### src/rtl/core/tss_pkg.sv
`timescale 1ns / 1ps
// ---------------------------------------------------------------------------
// tss_pkg
// shared widths, action codes, controller states and the packet that walks
// the slot chain
// ---------------------------------------------------------------------------
package tss_pkg;

  localparam int SLOT_W   = 6;
  localparam int PRIO_W   = 8;
  localparam int MS_W     = 20;
  localparam int TICK_W   = 32;
  localparam int PERIOD_W = 10;
  localparam int COUNT_W  = 6;

  localparam logic [PERIOD_W-1:0] PERIOD_RST = 10'd10;
  localparam logic [COUNT_W-1:0]  WOKEN_MAX  = 6'd63;

  typedef enum logic [1:0] {
    ACT_CREATE = 2'd0,
    ACT_EXIT   = 2'd1,
    ACT_SLEEP  = 2'd2,
    ACT_WAKE   = 2'd3
  } act_t;

  typedef enum logic [2:0] {
    ST_IDLE,
    ST_DIV,
    ST_LAUNCH,
    ST_RUN,
    ST_DONE
  } st_t;

  // one request travelling down the row of slot cells
  typedef struct packed {
    act_t               action;
    logic [SLOT_W-1:0]  slot;
    logic               slot_valid;
    logic [PRIO_W-1:0]  prio;
    logic [TICK_W-1:0]  now;
    logic [TICK_W-1:0]  deadline;
    logic               ok;
    logic [SLOT_W-1:0]  res_slot;
    logic [COUNT_W-1:0] count;
  } pkt_t;

endpackage

### src/rtl/core/tss_cell.sv
`timescale 1ns / 1ps
// ---------------------------------------------------------------------------
// tss_cell
// one task slot: occupied and sleeping flags, counter and priority; applies
// the passing request to itself and hands it to the next slot
// ---------------------------------------------------------------------------
module tss_cell #(
  parameter int unsigned INDEX = 0
) (
  input  logic          clk,
  input  logic          rst_n,
  input  logic          vld_in,
  input  tss_pkg::pkt_t pkt_in,
  output logic          vld_out,
  output tss_pkg::pkt_t pkt_out
);
  localparam int SW = tss_pkg::SLOT_W;
  localparam int TW = tss_pkg::TICK_W;
  localparam int PW = tss_pkg::PRIO_W;
  localparam bit IN_RANGE = INDEX < (1 << SW);
  localparam bit NOT_ROOT = INDEX != 0;
  localparam logic [SW-1:0] IDX_LO = SW'(INDEX);

  logic          used_r, used_nxt;
  logic          sleep_r, sleep_nxt;
  logic [TW-1:0] cnt_r, cnt_nxt;
  logic [PW-1:0] prio_r, prio_nxt;
  logic          vld_r;
  tss_pkg::pkt_t pkt_r, pkt_nxt;
  logic          match;

  always_comb begin
    match     = IN_RANGE && pkt_in.slot_valid && (pkt_in.slot == IDX_LO);
    used_nxt  = used_r;
    sleep_nxt = sleep_r;
    cnt_nxt   = cnt_r;
    prio_nxt  = prio_r;
    pkt_nxt   = pkt_in;
    if (vld_in) begin
      case (pkt_in.action)
        tss_pkg::ACT_CREATE: begin
          // first free slot along the row claims the request
          if (!used_r && !pkt_in.ok) begin
            used_nxt         = 1'b1;
            sleep_nxt        = 1'b0;
            prio_nxt         = pkt_in.prio;
            cnt_nxt          = TW'(pkt_in.prio);
            pkt_nxt.ok       = 1'b1;
            pkt_nxt.res_slot = IDX_LO;
          end
        end
        tss_pkg::ACT_EXIT: begin
          if (NOT_ROOT && match && used_r) begin
            used_nxt   = 1'b0;
            sleep_nxt  = 1'b0;
            pkt_nxt.ok = 1'b1;
          end
        end
        tss_pkg::ACT_SLEEP: begin
          if (match && used_r) begin
            sleep_nxt  = 1'b1;
            cnt_nxt    = pkt_in.deadline;
            pkt_nxt.ok = 1'b1;
          end
        end
        tss_pkg::ACT_WAKE: begin
          if (NOT_ROOT && used_r && sleep_r && (pkt_in.now >= cnt_r)) begin
            sleep_nxt = 1'b0;
            cnt_nxt   = TW'(prio_r);
            if (pkt_in.count != tss_pkg::WOKEN_MAX) begin
              pkt_nxt.count = pkt_in.count + 1'b1;
            end
          end
        end
        default: begin
          pkt_nxt = pkt_in;
        end
      endcase
    end
  end

  always_ff @(posedge clk) begin
    if (!rst_n) begin
      used_r  <= 1'b0;
      sleep_r <= 1'b0;
      vld_r   <= 1'b0;
    end else begin
      used_r  <= used_nxt;
      sleep_r <= sleep_nxt;
      vld_r   <= vld_in;
    end
    cnt_r  <= cnt_nxt;
    prio_r <= prio_nxt;
    if (vld_in) begin
      pkt_r <= pkt_nxt;
    end
  end

  assign vld_out = vld_r;
  assign pkt_out = pkt_r;

endmodule

### config.mk
export PLATFORM = sky130hd
export DESIGN_NAME = tss_cell
export DESIGN_NICKNAME = d
export VERILOG_FILES = /design/src/rtl/core/tss_pkg.sv /design/src/rtl/core/tss_cell.sv
export SDC_FILE = /design/constraint.sdc
export NUM_CORES = 1
export LEC_CHECK = 0
export BUFFER_PORTS_ARGS = -buffer_cell sky130_fd_sc_hd__buf_2
export CAP_MARGIN = 0
export CORE_ASPECT_RATIO = 1.5
export CORE_UTILIZATION = 45
export DETAILED_ROUTE_END_ITERATION = 16
export PLACE_DENSITY = 0.84
export SLEW_MARGIN = 20
export SYNTH_ARGS = -nofsm -noshare
export SYNTH_HDL_FRONTEND = slang
export SYNTH_SLANG_ARGS = --single-unit
### constraint.sdc
create_clock -name clk -period 2.5 [get_ports clk]
set_input_delay 0.125 -clock clk [delete_from_list [all_inputs] [get_ports clk]]
set_output_delay 0.125 -clock clk [all_outputs]
set_load 0.01 [all_outputs]
==> impl_results.md <==
- Status: finished clean
- Minimum clock period after layout: between 1000 and 1500 ps
- Buffer and inverter count on the worst path: 0
- Skew final: roughly 1.1 ps
- Startpoint types: register
- RePlAce Congestion: between 0.7 and 0.8
- Count of final setup violators: 0
- Largest buffer count on any clock path: 2
- Crit path from: used_r$_SDFFE_PN0P_
- Hold Startpoint: pkt_in[92]
- DR vias/cell: about 4.6
- Row count: 36
- WL per Instance: between 15 and 20 um
- Inserted Clock Buffers: 9
- Die width: roughly 69 um
- Final non-filler cell total: approximately 480
- Synth top area cells: edfxtp_1 94%, and2b_2 1.8%, dfxtp_1 1.3%, nor4_4 0.71%, nor4b_1 0.59%
- I/O pins: roughly 190
- Placed insts: between 300 and 400
- First-pass GRT wire length: 11280 um
- CTS Root Cell: clkbuf_8
- Arrival time worst endpoint: between 1000 and 1500 ps
- Area delta synth->final: 73.42%
- DR pass1 iterations: 4
- Fin worst setup slack: roughly 1200 ps
- Synth cell count leaders: 94 x edfxtp_1, 6 x and2b_2, 2 x dfxtp_1, 2 x nor4b_1
- Seq/Total Area, Yosys: around 96%
- # diodes: 0
- TritonCTS clock tree: yes
- Total power draw: around 3.6 mW
- #FFs+latches synth: 96
- Placed Area: slightly above 4000 um^2
- Syn. warnings: 0
- Worst slack, placed: between 1000 and 1500 ps
- # H-tree levels: 3
- Antenna Violating Nets Remaining: 0
- Die Height: ~100 um
- # DRC: 0
- Crit-path max cell delay: approximately 400 ps
- Final slew viol count: 0
- Mean Syn Cell Area: roughly 27 um^2
- Post-Syn Instances: around 110
- Core area: ~6400 um^2
- Initial DRC count: 170
- Starting density of the core: between 40% and 50%
- TNS Setup: 0 ps
- Mapped cell area: approximately 3000 um^2
- Leak: 2.225 nW
- Worst vdd ir: slightly below 0.7 mV
- GR Util All Layers: 24.28%
- Slowest CP cell: nor4_4
- Worst Tran Pin Value: roughly 630 ps
- Top_reg_cell synth: edfxtp_1
- Reg-to-reg endpoint: pkt_out[8]$_DFFE_PP_
- RSZ-0062 raised after global routing: no
- FMAX: slightly below 800 MHz
- Worst skew pair latency: 340 ps
- Post-synth net total: about 210
- Hold path depth: 1
- Final wirelength: 8252 um
- Detailed placement HPWL: approximately 4700 um
- R2r setup slk: ~1200 ps
- R2R depth: 2
- Slew HR: roughly 58%
- Crit path capture type: register
- Synth unique cells: 11
- Setup CP Type: register to register
- Antenna violations before repair: 0
- Worst-path cell chain: nor4_4 -> and2b_2
- Share of cells above drive strength 1: a little over half
- GRT Residual Overflow: 0
- Worst reg2reg startpoint: used_r$_SDFFE_PN0P_
- CP Max Fanout: 7
- Final Cell Area: ~5200 um^2
- Period utilization: 51.33%
- Clock Pin Slew Worst Setup and Hold Paths: 80 ps
- Critical Path RT: between 2000 and 3000 ps
- PD cells: roughly 700 nW/um^2
- Die ar.: 6979 um^2
- EDFF count, synth: 94
- Max Cap Viol: 0
- Worst path top cell family by delay: simple AND/OR/NAND/NOR gates
- IO Port Bufs: approximately 190
- Worst Hold Path EP: pkt_out[92]$_DFFE_PP_
- Clk sinks: 96
- Fillers: ~330
- Cell taking the most area after synthesis: edfxtp_1
- Share of the synthesized area in the top cell type: 94.43%
- Final net count: between 400 and 500
- HP Class: primary input to register
- Count leader, synth: edfxtp_1
- Final hold vios: 0
- Asr flop ratio synth: 0%
- Total number of vias: 2220
- Largest net degree at the start of global routing: 51
- Number of global-route vias before repair: about 2200
## layer usage
layer | GRT usage, % | vias to the layer above | share of wire (%)
li1 | - | 1023 | -
met1 | 26.54 | 1039 | 34
met4 | 15.22 | 0 | 4.1
met3 | 5.915 | 27 | 6.2
met2 | 41.10 | 131 | 56
met5 | 0 | - | 0
## sequential cells by signal, indices dropped and copies added (netlist names)
name and flops:
pkt_out 94, vld_out 1, used_r 1
## worst max-delay path by stage
stage / to / slack (ps) / depth (start not counted)
detailed placement: pkt_out[80]$_DFFE_PP_ / 1190 / 2
global placement: pkt_out[68]$_DFFE_PP_ / 1230 / 2
CTS: pkt_out[8]$_DFFE_PP_ / 1220 / 2
floorplan: pkt_out[10]$_DFFE_PP_ / 1330 / 2
finish: pkt_out[8]$_DFFE_PP_ / 1220 / 2
global route: pkt_out[6]$_DFFE_PP_ / 1130 / 2
## final cells by class
| type | instances | area [um^2] | area share, % |
|---|---|---|---|
| flip-flops and latches | 96 | 2863 | 55.23 |
| repair buffers | 278 | 1839 | 35.48 |
| well taps | 76 | 95.09 | 1.834 |
| multi-input cells | 15 | 126.4 | 2.438 |
| clock buffers | 11 | 131.4 | 2.534 |
| clock inverters | 5 | 128.9 | 2.486 |
## timing repair
| item | CTS | global route |
|---|---|---|
| resized for setup | 0 | 0 |
| endpoints found under the hold margin | 86 | 0 |
| hold buffers | 86 | 0 |
| setup buffers | 0 | 0 |
## logic make-up after synthesis
family	count (synthesis)	synth area share [%]
flip-flops	96	95.77
AND/OR/NAND/NOR	12	3.600
AO/OA/AOI/OAI	3	0.6279
## metrics by stage
stage / utilization, % / hold WS, ps
6_report: 80.48 / 24.78
5_1_grt: 80.48 / 17.20
4_1_cts: 80.48 / 7.464
3_5_place_dp: 63.07 / 303.1
3_3_place_gp: 63.07 / 300.9
2_1_floorplan: - / 223.9
## power breakdown
group | internal (mW) | switching, mW | leakage (nW)
registers | 1.90 | 0.0351 | 0.936
clock network | 0.768 | 0.499 | 0.128
logic | 0.231 | 0.200 | 1.16
total | 2.90 | 0.735 | 2.23
## layout by cell type, fill, tap and decap left out, drive strengths merged
| cell type | netlist | routed |
|---|---|---|
| clkinv | 0 | 1 |
| buf | 0 | 192 |
| clkbuf | 0 | 11 |
| nor4 | 1 | 1 |
| dlygate4sd3 | 0 | 86 |
| o21bai | 1 | 1 |
| dfxtp | 2 | 2 |
| nor2b | 1 | 1 |
| nor4b | 2 | 2 |
| nor2 | 1 | 1 |
| a21oi | 1 | 1 |
| and2b | 6 | 6 |
| a31oi | 1 | 1 |
| bufinv | 0 | 4 |
| and2 | 1 | 1 |
| edfxtp | 94 | 94 |
(Power assumes the default switching activity.)
