### src/rtl/core/tss_pkg.sv
`timescale 1ns / 1ps
// ---------------------------------------------------------------------------
// tss_pkg
// shared widths, action codes, controller states and the packet that walks
// the slot chain
// ---------------------------------------------------------------------------
package tss_pkg;

  localparam int SLOT_W   = 6;
  localparam int PRIO_W   = 8;
  localparam int MS_W     = 20;
  localparam int TICK_W   = 32;
  localparam int PERIOD_W = 10;
  localparam int COUNT_W  = 6;

  localparam logic [PERIOD_W-1:0] PERIOD_RST = 10'd10;
  localparam logic [COUNT_W-1:0]  WOKEN_MAX  = 6'd63;

  typedef enum logic [1:0] {
    ACT_CREATE = 2'd0,
    ACT_EXIT   = 2'd1,
    ACT_SLEEP  = 2'd2,
    ACT_WAKE   = 2'd3
  } act_t;

  typedef enum logic [2:0] {
    ST_IDLE,
    ST_DIV,
    ST_LAUNCH,
    ST_RUN,
    ST_DONE
  } st_t;

  // one request travelling down the row of slot cells
  typedef struct packed {
    act_t               action;
    logic [SLOT_W-1:0]  slot;
    logic               slot_valid;
    logic [PRIO_W-1:0]  prio;
    logic [TICK_W-1:0]  now;
    logic [TICK_W-1:0]  deadline;
    logic               ok;
    logic [SLOT_W-1:0]  res_slot;
    logic [COUNT_W-1:0] count;
  } pkt_t;

endpackage

### src/rtl/core/tss_div.sv
`timescale 1ns / 1ps
// ---------------------------------------------------------------------------
// tss_div
// restoring divider, one quotient bit per cycle, for sleep duration / period
// ---------------------------------------------------------------------------
module tss_div (
  input  logic                          clk,
  input  logic                          rst_n,
  input  logic                          start,
  input  logic [tss_pkg::MS_W-1:0]      dividend,
  input  logic [tss_pkg::PERIOD_W-1:0]  divisor,
  output logic                          done,
  output logic [tss_pkg::MS_W-1:0]      quot,
  output logic                          rem_nz
);
  localparam int MW  = tss_pkg::MS_W;
  localparam int PW  = tss_pkg::PERIOD_W;
  localparam int CW  = $clog2(MW);
  localparam logic [CW-1:0] LAST = CW'(MW - 1);

  logic          busy_r, busy_nxt;
  logic          done_r, done_nxt;
  logic [CW-1:0] cnt_r, cnt_nxt;
  logic [MW-1:0] quo_r, quo_nxt;
  logic [PW-1:0] rem_r, rem_nxt;
  logic [PW-1:0] dvs_r, dvs_nxt;
  logic [PW:0]   trial;
  logic [PW:0]   diff;
  logic          ge;

  always_comb begin
    trial    = {rem_r, quo_r[MW-1]};
    ge       = trial >= {1'b0, dvs_r};
    diff     = trial - {1'b0, dvs_r};
    busy_nxt = busy_r;
    done_nxt = 1'b0;
    cnt_nxt  = cnt_r;
    quo_nxt  = quo_r;
    rem_nxt  = rem_r;
    dvs_nxt  = dvs_r;
    if (start) begin
      busy_nxt = 1'b1;
      cnt_nxt  = '0;
      quo_nxt  = dividend;
      rem_nxt  = '0;
      dvs_nxt  = divisor;
    end else if (busy_r) begin
      // remainder stays below the divisor, so the low bits hold it
      rem_nxt = ge ? diff[PW-1:0] : trial[PW-1:0];
      quo_nxt = {quo_r[MW-2:0], ge};
      cnt_nxt = cnt_r + 1'b1;
      if (cnt_r == LAST) begin
        busy_nxt = 1'b0;
        done_nxt = 1'b1;
      end
    end
  end

  always_ff @(posedge clk) begin
    if (!rst_n) begin
      busy_r <= 1'b0;
      done_r <= 1'b0;
    end else begin
      busy_r <= busy_nxt;
      done_r <= done_nxt;
    end
    cnt_r <= cnt_nxt;
    quo_r <= quo_nxt;
    rem_r <= rem_nxt;
    dvs_r <= dvs_nxt;
  end

  assign done   = done_r;
  assign quot   = quo_r;
  assign rem_nz = |rem_r;

endmodule

### config.mk
export PLATFORM = sky130hd
export DESIGN_NAME = tss_div
export DESIGN_NICKNAME = d
export VERILOG_FILES = /design/src/rtl/core/tss_pkg.sv /design/src/rtl/core/tss_div.sv
export SDC_FILE = /design/constraint.sdc
export NUM_CORES = 1
export LEC_CHECK = 0
export ABC_CLOCK_PERIOD_IN_PS = 2550
export BUFFER_PORTS_ARGS = -buffer_cell sky130_fd_sc_hd__buf_2
export CAP_MARGIN = 40
export CORE_ASPECT_RATIO = 0.8
export CORE_UTILIZATION = 48
export DETAILED_ROUTE_END_ITERATION = 7
export PLACE_DENSITY = 0.86
export SLEW_MARGIN = 0
export SYNTH_ARGS = -nofsm -noshare
export SYNTH_HDL_FRONTEND = slang
export SYNTH_SLANG_ARGS = --single-unit
### constraint.sdc
create_clock -name clk -period 2.55 [get_ports clk]
set_clock_uncertainty 0.15 [all_clocks]
set_input_delay 0.3825 -clock clk [delete_from_list [all_inputs] [get_ports clk]]
set_output_delay 0.3825 -clock clk [all_outputs]
set_load 0.02 [all_outputs]
==> flow_summary.html <==
<table>
<tr><th>Metric</th><th>Value</th></tr>
<tr><th colspan="2">Clock network</th></tr>
<tr><td>CTS Root Buffer Type</td><td>sky130_fd_sc_hd__clkbuf_8</td></tr>
<tr><td>Worst-case clock buffer depth</td><td>2</td></tr>
<tr><td>Clk_lat worst skew</td><td>0.30 ns</td></tr>
<tr><td>CTS tree</td><td>done</td></tr>
<tr><td>Clock transition at path regs</td><td>roughly 0.090 ns</td></tr>
<tr><td>Clock sink count</td><td>47</td></tr>
<tr><td>Max H-tree Level</td><td>2</td></tr>
<tr><td>CTS Buf Count</td><td>5</td></tr>
<tr><td>Setup Fix Bufs, Post-CTS</td><td>0</td></tr>
<tr><th colspan="2">Min path</th></tr>
<tr><td>Worst Hold Class</td><td>in -&gt; reg</td></tr>
<tr><td>Worst min-delay path startpoint</td><td>divisor[6]</td></tr>
<tr><td>Hold depth</td><td>1</td></tr>
<tr><td>Min-Delay Endpoint</td><td>dvs_r[6]$_DFFE_PP_</td></tr>
<tr><th colspan="2">Routing</th></tr>
<tr><td>Starting DRC count in detailed routing</td><td>110</td></tr>
<tr><td>TritonRoute pass-1 iters</td><td>4</td></tr>
<tr><td>WL per Instance</td><td>approximately 15 µm</td></tr>
<tr><td>Per-cell via count in the routed design</td><td>5.35</td></tr>
<tr><td>Routed WL</td><td>around 4900 µm</td></tr>
<tr><td>Via count of the routed design</td><td>between 1500 and 2000</td></tr>
<tr><td>Detailed-route DRC error count</td><td>0</td></tr>
<tr><td>Final ANT Viol Nets</td><td>0</td></tr>
<tr><th colspan="2">Finish</th></tr>
<tr><td>Ant diodes</td><td>0</td></tr>
<tr><td>Layout area overhead</td><td>20.9%</td></tr>
<tr><td>Count of nets after finishing</td><td>~310</td></tr>
<tr><td>Most frequent cells in the layout</td><td>sky130_fd_sc_hd__buf_2, sky130_fd_sc_hd__edfxtp_1, sky130_fd_sc_hd__nor2_1</td></tr>
<tr><td>Fraction of final layout cells sized beyond drive strength 1</td><td>roughly two fifths</td></tr>
<tr><td>Most common cell after layout, fill and taps aside</td><td>sky130_fd_sc_hd__buf_2</td></tr>
<tr><td>Total area of multi-input combinational cells</td><td>around 1100 µm²</td></tr>
<tr><td>Area used by sequential logic in the layout</td><td>between 1000 and 1500 µm²</td></tr>
<tr><td>Fill cell count</td><td>386</td></tr>
<tr><th colspan="2">Timing</th></tr>
<tr><td>Count of endpoints failing hold in the final timing report</td><td>0</td></tr>
<tr><td>Slew HR</td><td>between 60% and 70%</td></tr>
<tr><td>Final setup margin</td><td>approximately 0.033 ns</td></tr>
<tr><td>Total of endpoints with negative setup slack in the final report</td><td>0</td></tr>
<tr><td>Fraction of the cycle the final worst path needs</td><td>~99%</td></tr>
<tr><td>Period minus WS final</td><td>around 2.5 ns</td></tr>
<tr><td>Number of slew-limit violations in the final report</td><td>0</td></tr>
<tr><td>Achievable clock frequency</td><td>slightly below 0.4 GHz</td></tr>
<tr><td>Measured slew at the worst slew-check pin</td><td>between 0.5 and 0.6 ns</td></tr>
<tr><td>Worst hold-check slack</td><td>0.100 ns</td></tr>
<tr><th colspan="2">Floorplanning</th></tr>
<tr><td>Ports placed on the boundary</td><td>between 50 and 60</td></tr>
<tr><td>DIE HEIGHT</td><td>around 65 µm</td></tr>
<tr><td>Starting utilization of the core area</td><td>approximately half</td></tr>
<tr><td>Cell Rows</td><td>22</td></tr>
<tr><td>Area enclosed by the die boundary</td><td>between 5000 and 6000 µm²</td></tr>
<tr><td>X dimension of the die</td><td>just over 80 µm</td></tr>
<tr><td>Floorplan Core Area</td><td>approximately 4700 µm²</td></tr>
<tr><th colspan="2">Pwr</th></tr>
<tr><td>Switching part of the total</td><td>between 30% and 40%</td></tr>
<tr><td>Pwr/cell area</td><td>between 600 and 700 nW/µm²</td></tr>
<tr><td>Cell-internal power</td><td>roughly 1.3 mW</td></tr>
<tr><td>Combinational group share of total power</td><td>27.1%</td></tr>
<tr><td>Clk network pwr share</td><td>around a quarter</td></tr>
<tr><td>Maximum vdd ir drop</td><td>about 0.41 mV</td></tr>
<tr><td>Sequential group share of total power</td><td>48.9%</td></tr>
<tr><td>Leakage power figure</td><td>about 1.2 nW</td></tr>
<tr><td>Sw Pwr</td><td>581 µW</td></tr>
<tr><th colspan="2">Worst setup path</th></tr>
<tr><td>Worst Setup Start Kind</td><td>flop</td></tr>
<tr><td>Most Frequent Cell on Critical Path</td><td>sky130_fd_sc_hd__inv_1</td></tr>
<tr><td>Critical path class</td><td>reg -&gt; reg</td></tr>
<tr><td>Reg-to-Reg End</td><td>rem_r[8]$_SDFFE_PP0P_</td></tr>
<tr><td>Library cell contributing the largest single delay on the critical path</td><td>sky130_fd_sc_hd__edfxtp_1</td></tr>
<tr><td>Delay of the slowest cell on the worst path</td><td>roughly 0.43 ns</td></tr>
<tr><td>Endpoint required time on the critical path</td><td>around 2.6 ns</td></tr>
<tr><td>Cells on worst reg2reg path</td><td>10</td></tr>
<tr><td>Worst reg2reg path startpoint</td><td>quot[19]$_DFFE_PP_</td></tr>
<tr><td>Buffers plus inverters on the worst setup path</td><td>2</td></tr>
<tr><td>Crit-path cells</td><td>inv_1 &gt; ha_1 &gt; inv_1 &gt; fa_1 &gt; a211oi_2 &gt; nor3b_1 &gt; o22ai_1 &gt; xnor2_1 &gt; mux2i_1 &gt; a211oi_1</td></tr>
<tr><td>Maximum net fanout on the critical path</td><td>3</td></tr>
<tr><td>Setup slack, reg-to-reg</td><td>about 0.033 ns</td></tr>
<tr><td>Family with the most delay on the worst path</td><td>compound AO/OA/AOI/OAI gates</td></tr>
<tr><td>Critical Path End Type</td><td>flop</td></tr>
<tr><td>Data arrival, critical path</td><td>~2.6 ns</td></tr>
<tr><th colspan="2">Run status</th></tr>
<tr><td>Run status</td><td>complete, no violations</td></tr>
<tr><th colspan="2">Synth</th></tr>
<tr><td>Unique cell type count in the Yosys netlist</td><td>42</td></tr>
<tr><td>Cells after Synth</td><td>204</td></tr>
<tr><td>Mapped Area</td><td>2400 µm²</td></tr>
<tr><td>Number of nets produced by synthesis</td><td>around 250</td></tr>
<tr><td>Synth Warn #</td><td>0</td></tr>
<tr><td>Seq cells post-synth</td><td>47</td></tr>
<tr><td>Average instance area after synthesis</td><td>between 10 and 15 µm²</td></tr>
<tr><td>Seq/Total Area, Yosys</td><td>between 50% and 60%</td></tr>
<tr><th colspan="2">Place</th></tr>
<tr><td>Final weighted congestion of routability-driven global placement</td><td>0.867</td></tr>
<tr><td>Number of buffers inserted by port buffering</td><td>54</td></tr>
<tr><td>Final HPWL from detailed placement</td><td>around 3600 µm</td></tr>
<tr><td>Setup slack after placement</td><td>-0.0999 ns</td></tr>
<tr><th colspan="2">Global route</th></tr>
<tr><td>Met2 track demand over resource</td><td>28.7%</td></tr>
<tr><td>Number of antenna violations at the first check in global routing</td><td>0</td></tr>
<tr><td>First-pass GRT wire length</td><td>approximately 7600 µm</td></tr>
<tr><td>Remaining global-route overflow</td><td>0</td></tr>
<tr><td>Number of global-route vias before repair</td><td>approximately 1600</td></tr>
<tr><td>Maximum number of pins on one net before global-route repair</td><td>39</td></tr>
<tr><td>Met3 Resource Use GR</td><td>approximately 4.2%</td></tr>
<tr><td>Grt peak-use layer</td><td>met2</td></tr>
<tr><td>Total global routing track utilization</td><td>19.1%</td></tr>
<tr><td>GR Util met1</td><td>between 20% and 30%</td></tr>
<tr><th colspan="2">Flow run</th></tr>
<tr><td>Max cap viols</td><td>0</td></tr>
</table>
-- worst reg2reg max path, cell delays in order (launching register included) --
cell and delay (ns):
sky130_fd_sc_hd__edfxtp_1 0.43, sky130_fd_sc_hd__inv_1 0.10, sky130_fd_sc_hd__ha_1 0.18, sky130_fd_sc_hd__inv_1 0.06, sky130_fd_sc_hd__fa_1 0.43, sky130_fd_sc_hd__a211oi_2 0.28, sky130_fd_sc_hd__nor3b_1 0.14, sky130_fd_sc_hd__o22ai_1 0.17
sky130_fd_sc_hd__xnor2_1 0.16, sky130_fd_sc_hd__mux2i_1 0.10, sky130_fd_sc_hd__a211oi_1 0.23
-- area by class of cell --
| cell class | instances | share of cell area (%) |
|---|---|---|
| sequential | 47 | 42.8 |
| multi-input combinational | 134 | 37.1 |
| timing repair buffer | 66 | 12.6 |
| tap | 60 | 2.59 |
| clock buffer | 5 | 2.37 |
| inverter | 14 | 1.81 |
| clock inverter | 3 | 0.777 |
-- Yosys cell counts, drive strengths merged --
cell type	n	share of area (%)
nor2	29	4.5
a21oi	3	0.63
nand2b	1	0.26
o21ai	2	0.42
nor3b	1	0.31
o31ai	1	0.31
fa	1	0.83
o311a	2	0.83
a211o	1	0.37
or2	2	0.52
mux2	20	9.4
o221ai	1	0.37
ha	11	5.7
a2111oi	2	1.3
or3	1	0.26
and4b	1	0.42
mux2i	9	3.8
a2111o	1	0.47
nand3	3	0.63
and3	1	0.26
xor2	6	2.2
nand3b	1	0.31
nor3	3	0.63
o21a	3	0.94
a221oi	1	0.37
o22ai	2	0.52
clkbuf	5	0.78
nand4	4	1.0
buf	4	1.6
a211oi	8	2.5
inv	14	2.2
nand2	4	0.73
xnor2	4	1.5
a21o	1	0.31
nor4	2	0.52
nor2b	1	0.26
dfxtp	17	14
nand4b	1	0.37
edfxtp	30	38
-- metrics by stage --
step           instances  instance area [µm²]  TNS, ns  util, %  power (mW)
2_1_floorplan        204                 2400        0        -        1.29
3_3_place_gp         321                 2780        0     59.0        1.42
3_5_place_dp         321                 2780   -0.331     59.0        1.43
4_1_cts              329                 2880        0     61.2        1.89
5_1_grt              329                 2900  -0.0772     61.6        1.99
6_report             329                 2900        0     61.6        1.90
-- cell families (layout without fill, tap and decap cells) --
| group | after synthesis | count (layout) | share of synthesized area (%) |
|---|---|---|---|
| compound gates | 28 | 28 | 9.28 |
| flops | 47 | 47 | 51.7 |
| buf+inv | 23 | 88 | 4.59 |
| mux | 29 | 29 | 13.1 |
| simple gates | 55 | 55 | 11.1 |
| xor+xnor | 10 | 10 | 3.65 |
| fa+ha+maj | 12 | 12 | 6.57 |
-- routing by layer --
layer	share of wire [%]	routed length, µm
met1	47	2330
met2	49	2430
met3	3.2	160
met4	0.16	8
met5	0	0
-- worst max path at each step --
stage,from,endpoint,depth (start not counted)
after floorplan,dvs_r[1]$_DFFE_PP_,quot[0]$_DFFE_PP_,9
after global placement,dvs_r[1]$_DFFE_PP_,rem_r[3]$_SDFFE_PP0P_,9
after detailed placement,dvs_r[1]$_DFFE_PP_,rem_r[3]$_SDFFE_PP0P_,9
after CTS,quot[19]$_DFFE_PP_,rem_r[8]$_SDFFE_PP0P_,10
after global routing,quot[19]$_DFFE_PP_,rem_r[8]$_SDFFE_PP0P_,10
final,quot[19]$_DFFE_PP_,rem_r[8]$_SDFFE_PP0P_,10
-- what timing repair did --
item | CTS | global route
setup endpoints to repair | 8 | 5
hold buffers | 0 | 0
resized for setup | 2 | 4
cloned | 0 | 0
-- power by group through the flow --
stage | logic, mW | registers, mW | clock network [mW]
final | 0.515 | 0.929 | 0.456
after global routing | 0.557 | 0.937 | 0.498
after CTS | 0.498 | 0.928 | 0.466
after detailed placement | 0.491 | 0.943 | 0
after global placement | 0.476 | 0.941 | 0
after floorplan | 0.310 | 0.984 | 0
-- state kept, by name (all words and copies together), names as in the netlist --
signal / cells
busy_r: 1
cnt_r: 5
done: 1
dvs_r: 10
quot: 20
rem_r: 10
(Power assumes the default switching activity.)
